===== config.mk =====
export PLATFORM = sky130hd
export DESIGN_NAME = oversampled_uart_with_fifos_core
export DESIGN_NICKNAME = d
export VERILOG_FILES = /design/src/rtl/ouart_pkg.sv /design/src/rtl/oversampled_uart_with_fifos_core.sv
export VERILOG_INCLUDE_DIRS = /design/src /design/src/rtl
export SDC_FILE = /design/constraint.sdc
export NUM_CORES = 1
export LEC_CHECK = 0
export ABC_AREA = 1
export BUFFER_PORTS_ARGS = -buffer_cell sky130_fd_sc_hd__buf_2
export CAP_MARGIN = 10
export CELL_PAD_IN_SITES_DETAIL_PLACEMENT = 1
export CELL_PAD_IN_SITES_GLOBAL_PLACEMENT = 1
export CORE_MARGIN = 3
export CORE_UTILIZATION = 30
export DETAILED_ROUTE_END_ITERATION = 10
export PLACE_DENSITY = 0.58
export SETUP_SLACK_MARGIN = 0.3
export SLEW_MARGIN = 20
export SYNTH_ARGS = -nofsm -noshare
export SYNTH_HDL_FRONTEND = slang
export SYNTH_SLANG_ARGS = --single-unit

===== constraint.sdc =====
create_clock -name clk -period 3.82 [get_ports clk]
set_clock_uncertainty 0.1 [all_clocks]
set_input_delay 0.764 -clock clk [delete_from_list [all_inputs] [get_ports clk]]
set_output_delay 0.764 -clock clk [all_outputs]
set_load 0.02 [all_outputs]

===== src/rtl/oversampled_uart_with_fifos_core_macros.svh =====
// assertion macros for the oversampled uart core
// expects clk and arst_n in the scope of the module that uses them
`ifndef OVERSAMPLED_UART_WITH_FIFOS_CORE_MACROS_SVH
`define OVERSAMPLED_UART_WITH_FIFOS_CORE_MACROS_SVH
`ifndef SYNTHESIS
`define CORE_ASSERT(name, expr) \
	name: assert property (@(posedge clk) disable iff (!arst_n) (expr)) \
		else $error("core assertion failed");
`define CORE_ASSERT_IMP(name, ante, cons) \
	name: assert property (@(posedge clk) disable iff (!arst_n) (ante) |-> (cons)) \
		else $error("core assertion failed");
`else
`define CORE_ASSERT(name, expr)
`define CORE_ASSERT_IMP(name, ante, cons)
`endif
`endif


===== src/rtl/ouart_pkg.sv =====
// shared types and constants for the oversampled uart core
// no dependencies
package ouart_pkg;

	typedef enum logic [2:0] {
		CMD_TICK            = 3'd0,
		CMD_PUSH_TX         = 3'd1,
		CMD_POP_RX          = 3'd2,
		CMD_CLEAR_RX        = 3'd3,
		CMD_START_TX        = 3'd4,
		CMD_READ_CLEAR_TERM = 3'd5
	} cmd_t;

	typedef enum logic [1:0] {
		PH_WAIT = 2'd0,
		PH_DATA = 2'd1,
		PH_STOP = 2'd2
	} rx_phase_t;

	localparam int CFG_IDX_W = 2;
	localparam logic [CFG_IDX_W-1:0] CFG_TERMINATE_KEY = 2'd0;
	localparam logic [CFG_IDX_W-1:0] CFG_RX_ENABLE     = 2'd1;

	localparam logic [7:0] TERM_KEY_RST = 8'd10;
	localparam logic [2:0] START_DELAY  = 3'd4;
	localparam logic [2:0] RX_BIT_TICKS = 3'd3;
	localparam logic [1:0] TX_BIT_TICKS = 2'd3;
	localparam logic [3:0] DATA_BITS    = 4'd8;
	localparam logic [3:0] FRAME_BITS   = 4'd10;
	localparam logic [9:0] FRAME_STOP   = 10'h200;

endpackage


===== src/rtl/oversampled_uart_with_fifos_core.sv =====
// 8n1 uart at three ticks per bit with receive and transmit fifos
// depends on ouart_pkg and oversampled_uart_with_fifos_core_macros.svh
//
// usage:
//   input channel (in_valid/in_ready) carries one command item: cmd, rx_line,
//   tx_byte, peek_index. a tick command advances receiver and transmitter by
//   one oversampling tick; the others push, pop, clear, start or read-clear.
//   output channel (out_valid/out_ready) returns one status item per command:
//   line level, fifo levels, head and peek bytes, terminate flag, tx enable.
//   configuration channel (cfg_valid/cfg_ready) writes terminate_key (index 0)
//   and rx_enable (index 1); it is always ready.
//   result: registered, valid the cycle after the command is accepted.
//   throughput: one item per cycle; the single output register is refilled
//   in the same cycle it is taken, so in_ready only drops while a result waits
//   with out_ready low, and holds there until it is taken.
//   both fifo stores are plain memories with a registered read; no clearing
//   pass is needed since empty or out-of-range reads answer zero.
//   reset: fifos empty, tx line high, transmitter off, key 10, receiver on.
`include "oversampled_uart_with_fifos_core_macros.svh"

module oversampled_uart_with_fifos_core #(
	parameter int RX_DEPTH = 16,
	parameter int TX_DEPTH = 16
) (
	input  logic       clk,
	input  logic       arst_n,
	input  logic       cfg_valid,
	output logic       cfg_ready,
	input  logic [1:0] cfg_index,
	input  logic [7:0] cfg_data,
	input  logic       in_valid,
	output logic       in_ready,
	input  logic [2:0] cmd,
	input  logic       rx_line,
	input  logic [7:0] tx_byte,
	input  logic [3:0] peek_index,
	output logic       out_valid,
	input  logic       out_ready,
	output logic       tx_line,
	output logic [7:0] head_byte,
	output logic [7:0] peek_byte,
	output logic [4:0] rx_level,
	output logic [4:0] tx_level,
	output logic       terminate_seen,
	output logic       tx_active
);
	import ouart_pkg::*;

	localparam int RX_AW = $clog2(RX_DEPTH);
	localparam int RX_CW = $clog2(RX_DEPTH + 1);
	localparam int TX_AW = $clog2(TX_DEPTH);
	localparam int TX_CW = $clog2(TX_DEPTH + 1);
	localparam int PKW   = (RX_CW > 4) ? RX_CW : 4;
	localparam int SW    = ((RX_AW > 4) ? RX_AW : 4) + 1;

	// configuration
	logic [7:0] term_key_q;
	logic       rx_en_q;

	// receiver
	rx_phase_t        rx_phase_q, rx_phase_d;
	logic [2:0]       rx_tmr_q, rx_tmr_d, rx_tmr_m1;
	logic [3:0]       rx_bits_q, rx_bits_d;
	logic [7:0]       rx_shift_q, rx_shift_d;
	logic             rx_strobe, rx_byte_done;
	logic [7:0]       rx_store [RX_DEPTH];
	logic [RX_AW-1:0] rx_head_q, rx_head_d, rx_tail_q, rx_tail_d, peek_addr;
	logic [RX_CW-1:0] rx_count_q, rx_count_d;
	logic             rx_wr_en, rx_pop, rx_clr;
	logic [SW-1:0]    peek_sum;
	logic             term_q, term_d, term_tick;

	// transmitter
	logic [7:0]       tx_store [TX_DEPTH];
	logic [7:0]       tx_rd_q;
	logic [TX_AW-1:0] tx_head_d, tx_head_q, tx_tail_q, tx_tail_d;
	logic [TX_CW-1:0] tx_count_q, tx_count_d;
	logic             tx_on_q, tx_on_d;
	logic [1:0]       tx_tmr_q, tx_tmr_d, tx_tmr_m1;
	logic [3:0]       tx_bits_q, tx_bits_d, tx_bits_m1;
	logic [9:0]       tx_frame_q, tx_frame_d, tx_frame_cur;
	logic             tx_lvl_q, tx_lvl_d;
	logic             tx_wr_en, tx_shift_now;

	// result register
	logic       out_valid_q, seen_q, head_ok_q, peek_ok_q;
	logic [7:0] head_rd_q, peek_rd_q;

	logic accept, tick;
	cmd_t cmd_c;

	assign cmd_c     = cmd_t'(cmd);
	assign cfg_ready = 1'b1;
	assign in_ready  = !out_valid_q || out_ready;
	assign accept    = in_valid && in_ready;
	assign tick      = accept && (cmd_c == CMD_TICK);

	// receiver state machine: next phase
	assign rx_tmr_m1 = rx_tmr_q - 3'd1;
	assign rx_strobe = (rx_phase_q != PH_WAIT) && (rx_tmr_m1 == 3'd0);

	always_comb begin
		rx_phase_d = rx_phase_q;
		if (tick) begin
			if (!rx_en_q) begin
				rx_phase_d = PH_WAIT;
			end else begin
				case (rx_phase_q)
					PH_WAIT: begin
						if (!rx_line) rx_phase_d = PH_DATA;
					end
					PH_DATA: begin
						if (rx_strobe && (rx_bits_q == 4'd1)) rx_phase_d = PH_STOP;
					end
					PH_STOP: begin
						if (rx_strobe && rx_line) rx_phase_d = PH_WAIT;
					end
					default: begin
						rx_phase_d = PH_WAIT;
					end
				endcase
			end
		end
	end

	// receiver state machine: datapath actions
	always_comb begin
		rx_tmr_d     = rx_tmr_q;
		rx_bits_d    = rx_bits_q;
		rx_shift_d   = rx_shift_q;
		rx_byte_done = 1'b0;
		if (tick && rx_en_q) begin
			case (rx_phase_q)
				PH_WAIT: begin
					if (!rx_line) begin
						rx_tmr_d   = START_DELAY;
						rx_bits_d  = DATA_BITS;
						rx_shift_d = 8'd0;
					end
				end
				PH_DATA: begin
					rx_tmr_d = rx_strobe ? RX_BIT_TICKS : rx_tmr_m1;
					if (rx_strobe) begin
						rx_shift_d = {rx_line, rx_shift_q[7:1]};
						rx_bits_d  = rx_bits_q - 4'd1;
					end
				end
				default: begin
					// stop phase: resample every bit time until the line is high
					rx_tmr_d     = rx_strobe ? RX_BIT_TICKS : rx_tmr_m1;
					rx_byte_done = rx_strobe && rx_line;
				end
			endcase
		end
	end

	// rx fifo and terminate flag
	always_comb begin
		rx_wr_en  = rx_byte_done && (rx_count_q < RX_CW'(RX_DEPTH));
		rx_pop    = accept && (cmd_c == CMD_POP_RX) && (rx_count_q != '0);
		rx_clr    = accept && (cmd_c == CMD_CLEAR_RX);
		rx_head_d = rx_head_q;
		rx_tail_d = rx_tail_q;
		rx_count_d = rx_count_q;
		if (rx_clr) begin
			rx_head_d  = rx_tail_q;
			rx_count_d = '0;
		end else if (rx_pop) begin
			rx_head_d  = (rx_head_q == RX_AW'(RX_DEPTH - 1)) ? '0 : rx_head_q + 1'b1;
			rx_count_d = rx_count_q - 1'b1;
		end else if (rx_wr_en) begin
			rx_count_d = rx_count_q + 1'b1;
		end
		if (rx_wr_en) begin
			rx_tail_d = (rx_tail_q == RX_AW'(RX_DEPTH - 1)) ? '0 : rx_tail_q + 1'b1;
		end
		term_tick = term_q || (rx_byte_done && (rx_shift_q == term_key_q));
		term_d    = (accept && (cmd_c == CMD_READ_CLEAR_TERM)) ? 1'b0 : term_tick;
		// head plus offset wraps at most once when the offset is within count
		peek_sum = SW'(rx_head_q) + SW'(peek_index);
		if (peek_sum >= SW'(RX_DEPTH)) peek_sum = peek_sum - SW'(RX_DEPTH);
		peek_addr = peek_sum[RX_AW-1:0];
	end

	// transmitter
	assign tx_tmr_m1  = tx_tmr_q - 2'd1;
	assign tx_bits_m1 = tx_bits_q - 4'd1;

	always_comb begin
		tx_wr_en     = accept && (cmd_c == CMD_PUSH_TX) && (tx_count_q < TX_CW'(TX_DEPTH));
		tx_shift_now = tick && (tx_tmr_m1 == 2'd0) && (tx_count_q != '0) && tx_on_q;
		tx_tmr_d     = tx_tmr_q;
		tx_bits_d    = tx_bits_q;
		tx_frame_d   = tx_frame_q;
		tx_lvl_d     = tx_lvl_q;
		tx_head_d    = tx_head_q;
		tx_tail_d    = tx_tail_q;
		tx_count_d   = tx_count_q;
		tx_on_d      = tx_on_q;
		tx_frame_cur = (tx_bits_q == FRAME_BITS) ? ({1'b0, tx_rd_q, 1'b0} | FRAME_STOP)
			: tx_frame_q;
		if (tick) begin
			tx_tmr_d = (tx_tmr_m1 == 2'd0) ? TX_BIT_TICKS : tx_tmr_m1;
		end
		if (tx_shift_now) begin
			tx_lvl_d   = tx_frame_cur[0];
			tx_frame_d = {1'b0, tx_frame_cur[9:1]};
			tx_bits_d  = tx_bits_m1;
			if (tx_bits_m1 == 4'd0) begin
				// last bit of the frame: retire the byte
				tx_bits_d  = FRAME_BITS;
				tx_head_d  = (tx_head_q == TX_AW'(TX_DEPTH - 1)) ? '0 : tx_head_q + 1'b1;
				tx_count_d = tx_count_q - 1'b1;
				if (tx_count_q == TX_CW'(1)) tx_on_d = 1'b0;
				tx_lvl_d   = 1'b1;
			end
		end
		if (tx_wr_en) begin
			tx_tail_d  = (tx_tail_q == TX_AW'(TX_DEPTH - 1)) ? '0 : tx_tail_q + 1'b1;
			tx_count_d = tx_count_q + 1'b1;
		end
		if (accept && (cmd_c == CMD_START_TX) && !tx_on_q) begin
			tx_bits_d = FRAME_BITS;
			tx_on_d   = 1'b1;
		end
	end

	// configuration registers
	always_ff @(posedge clk or negedge arst_n) begin
		if (!arst_n) begin
			term_key_q <= TERM_KEY_RST;
			rx_en_q    <= 1'b1;
		end else if (cfg_valid) begin
			case (cfg_index)
				CFG_TERMINATE_KEY: term_key_q <= cfg_data;
				CFG_RX_ENABLE:     rx_en_q    <= cfg_data[0];
				default: ;
			endcase
		end
	end

	// control state
	always_ff @(posedge clk or negedge arst_n) begin
		if (!arst_n) begin
			rx_phase_q  <= PH_WAIT;
			rx_tmr_q    <= 3'd0;
			rx_bits_q   <= 4'd0;
			rx_shift_q  <= 8'd0;
			rx_head_q   <= '0;
			rx_tail_q   <= '0;
			rx_count_q  <= '0;
			term_q      <= 1'b0;
			tx_head_q   <= '0;
			tx_tail_q   <= '0;
			tx_count_q  <= '0;
			tx_on_q     <= 1'b0;
			tx_tmr_q    <= TX_BIT_TICKS;
			tx_bits_q   <= FRAME_BITS;
			tx_frame_q  <= 10'd0;
			tx_lvl_q    <= 1'b1;
			out_valid_q <= 1'b0;
		end else begin
			rx_phase_q  <= rx_phase_d;
			rx_tmr_q    <= rx_tmr_d;
			rx_bits_q   <= rx_bits_d;
			rx_shift_q  <= rx_shift_d;
			rx_head_q   <= rx_head_d;
			rx_tail_q   <= rx_tail_d;
			rx_count_q  <= rx_count_d;
			term_q      <= term_d;
			tx_head_q   <= tx_head_d;
			tx_tail_q   <= tx_tail_d;
			tx_count_q  <= tx_count_d;
			tx_on_q     <= tx_on_d;
			tx_tmr_q    <= tx_tmr_d;
			tx_bits_q   <= tx_bits_d;
			tx_frame_q  <= tx_frame_d;
			tx_lvl_q    <= tx_lvl_d;
			if (in_ready) out_valid_q <= in_valid;
		end
	end

	// rx store: one write port, head and peek reads registered with the item
	always_ff @(posedge clk) begin
		if (rx_wr_en) rx_store[rx_tail_q] <= rx_shift_q;
		if (accept) begin
			head_rd_q <= rx_store[rx_head_q];
			peek_rd_q <= rx_store[peek_addr];
			head_ok_q <= (rx_count_q != '0);
			peek_ok_q <= (PKW'(peek_index) < PKW'(rx_count_q));
			seen_q    <= term_tick;
		end
	end

	// tx store: prefetch the next head entry, bypassing a push into it
	always_ff @(posedge clk) begin
		if (tx_wr_en) tx_store[tx_tail_q] <= tx_byte;
		if (tx_wr_en && (tx_tail_q == tx_head_d)) begin
			tx_rd_q <= tx_byte;
		end else begin
			tx_rd_q <= tx_store[tx_head_d];
		end
	end

	// state only moves on an accepted item, so it mirrors the held result
	assign out_valid      = out_valid_q;
	assign tx_line        = tx_lvl_q;
	assign head_byte      = head_ok_q ? head_rd_q : 8'd0;
	assign peek_byte      = peek_ok_q ? peek_rd_q : 8'd0;
	assign rx_level       = 5'(rx_count_q);
	assign tx_level       = 5'(tx_count_q);
	assign terminate_seen = seen_q;
	assign tx_active      = tx_on_q;

	`CORE_ASSERT(a_rx_count_bound, rx_count_q <= RX_CW'(RX_DEPTH))
	`CORE_ASSERT(a_tx_count_bound, tx_count_q <= TX_CW'(TX_DEPTH))
	`CORE_ASSERT_IMP(a_tx_off_when_empty, $fell(tx_on_q), tx_count_q == '0)
	`CORE_ASSERT_IMP(a_rx_data_bits, rx_phase_q == PH_DATA, rx_bits_q != 4'd0)
	`CORE_ASSERT(a_tx_bits_range, (tx_bits_q != 4'd0) && (tx_bits_q <= FRAME_BITS))

endmodule

==> reports/results.ini <==
[synthesis]
ys_seq_elements=350
yosysMostFrequentCell=nand2_1
seq_area_frac_synth_pct=59.6
synth.area.top_cells=edfxtp_1 49%, nand2_1 9.7%, dfrtp_1 9.3%
avgSynthCellArea_um2=9.46
yosysTopAreaCell=edfxtp_1
synth_area_um2=17000
synth_flop_cell=edfxtp_1
ys_types=42
yosys_warnings=0
synth.top_cells.by_count=437 x nand2_1, 275 x edfxtp_1, 229 x inv_1
synth_top_area_share_pct=48.6
synth_edf_count=275
synthArstFlopShare_pct=20.3
syn_nets=1858
syn_inst=1795

[flow_run]
cap_violations=0

[setup_path]
cp.required_ns=3.91
crit_start=rx_tmr_q[0]$_DFFE_PN0P_
cp.depth=10
crit_chain=inv_1 > ha_1 > inv_1 > nand2_1 > nand2_1 > nor2_2 > nand3_1 > nor2_4 > nand3_1 > nor2_1
arrival_ns=2.83
path_class=flop to flop
r2r-start=rx_tmr_q[0]$_DFFE_PN0P_
critPathMaxFanout=8
slowest_stage=nor2_1
cp-start-kind=flop
crit_buf_inv=2
cpPeakStageDelay_ns=0.68
crit_family=simple AND/OR/NAND/NOR gates
reg2regPathDepth=10
end_kind=flop

[detailed_routing]
drcViolationCount=0
drtAntennaViolNets=0
viasPerCell=4.83
vias=12800
wirelength_mm=50.3
wl_per_cell_um=19.0
drt_iter0_drc=692
drtPass1Iterations=4

[global_routing]
grt_use_total_pct=16.9
antenna_found_initial=1
grt_max_degree=72
grt_first_pass_wirelength_mm=78.2
first_global_vias=13500
grt_overflow=0

[clock_network]
htreeDepth=2
numCtsBuffers=43
clkSlewWorstSetupHoldPaths_ns=0.06
clk_latency_ns=0.57
cts_resized=0
cts_hold_buf=0
clock-sinks=350
clockBufferDepth=3
ctsRootBufferMaster=clkbuf_16
cts_tree=yes
postCtsSetupBuffers=0

[pwr]
finalPower_mw=13.2
p_int_mw=8.37
p_leak_nw=8.34
peakVddDrop_v=0.000383
p_per_area_nw_per_um2=671
p_seq_share_pct=38.3
p_comb_share_pct=29.6
p_clk_share_pct=32.1
swShare_pct=36.6
p_switching_mw=4.82

[die]
start_util_pct=30.6
core_area_um2=55500
die_area_um2=59500
io_pins=63
die_h_um=244
die_w_um=244
fp-row-count=86

[placement]
port_buffers=61
place.gp.congestion=0.750
placed_cell_area_um2=18200
place_hpwl_mm=32.4

[layout]
syn_to_final_growth_pct=15.8
final_cell_area_um2=19700
num_antenna_cells=0
nFillCells=6410
drive_gt1_share_pct=12.3
fin_nets=1924

[sta]
finalCritPeriodShare_pct=71.7
period_minus_slack_ns=2.74
setup_viol=0
worstMarginPinSlew_ns=0.971
tns_ns=0
relSlewSlack_pct=35.2
hold_slack_ns=0.252
rsz0062_at_grt=false
hold_viol=0
fmax_mhz=365
slew_violations=0

[outcome]
status=complete, no violations

[min_path]
hold_class=primary input to asynchronous set/reset pin

## through the flow
| stage | cells | setup slack, ns | util (%) |
|---|---|---|---|
| 2_1_floorplan | 1795 | 1.11 | - |
| 3_3_place_gp | 2564 | 0.850 | 32.8 |
| 3_5_place_dp | 2564 | 0.814 | 32.8 |
| 4_1_cts | 2643 | 1.00 | 35.4 |
| 5_1_grt | 2643 | 0.736 | 35.4 |
| 6_report | 2643 | 1.08 | 35.4 |
## flip-flops by register name (all words and copies together), names as in the netlist, 2 cells and up, named ones only
register / count
rx_phase_q: 2
tx_store: 128
rx_tmr_q: 3
tx_level: 5
rx_bits_q: 4
tx_head_q: 4
head_rd_q: 8
rx_head_q: 4
tx_bits_q: 4
tx_frame_q: 9
tx_tmr_q: 2
peek_rd_q: 8
rx_store: 128
rx_shift_q: 8
term_key_q: 8
rx_level: 5
tx_tail_q: 4
rx_tail_q: 4
## cell usage in the layout, fill, tap and decap left out, types with 33 or more instances in the layout
cell type and n:
a21oi_1 77, nand2_1 437, inv_1 228, dfrtp_1 62
clkbuf_16 44, nor2_1 135, edfxtp_1 275, buf_2 60
o221ai_1 33, buf_4 44, o21ai_0 163, nand3_1 138
## power groups by stage
stage               combinational (mW)  clock (mW)  sequential (mW)
detailed placement                3.94           0             5.14
global placement                  3.82           0             5.13
global route                      4.40        4.50             5.11
floorplan                         2.61           0             4.93
CTS                               3.96        4.35             5.06
finish                            3.90        4.23             5.06
## logic make-up (layout without fill, tap and decap cells)
family,count (synthesis),count (layout),synth area share [%]
flops,350,350,59.6
mux,7,7,0.464
buf+inv,322,422,7.52
xor+xnor,23,23,1.28
other cells,1,1,0.0221
compound gates,298,298,9.80
fa+ha+maj,32,32,2.45
simple gates,762,762,18.8
## layout make-up
| type | count | area [um^2] | share of cell area, % |
|---|---|---|---|
| Clock buffer | 51 | 1160 | 5.89 |
| Clock inverter | 28 | 307 | 1.56 |
| Sequential cell | 350 | 10100 | 51.5 |
| Tap cell | 748 | 936 | 4.76 |
| Timing Repair Buffer | 105 | 651 | 3.31 |
| Inverter | 238 | 893 | 4.54 |
| Multi-Input combinational cell | 1123 | 5590 | 28.4 |
## worst register-to-register path, stage by stage, from the launching register on
cell     delay [ns]
dfrtp_1        0.38
inv_1          0.10
ha_1           0.18
inv_1          0.05
nand2_1        0.05
nand2_1        0.07
nor2_2         0.17
nand3_1        0.18
nor2_4         0.21
nand3_1        0.20
nor2_1         0.68
## worst paths after layout
check                                       endpoint  slack, ns
setup / recovery           rx_store[15][0]$_DFFE_PP_       1.08
hold / removal                 out_valid$_DFFE_PN0N_       0.25
setup reg to reg           rx_store[15][0]$_DFFE_PP_       1.08
hold reg to reg            tx_frame_q[0]$_DFFE_PN0N_       0.38
max in group asynchronous   rx_head_q[0]$_DFFE_PN0P_       2.68
min in group clk               out_valid$_DFFE_PN0N_       0.33
## per-layer routing
metal  up-vias  wire length (um)  global-route usage [%]
met2       184             25400                    30.0
met4         0               927                    4.19
met1      6407             22300                    21.6
met3        60              1690                    2.48
li1       6102                 -                       -
met5         -                 0                       0
No activity file was read; power rests on OpenSTA's default activity.
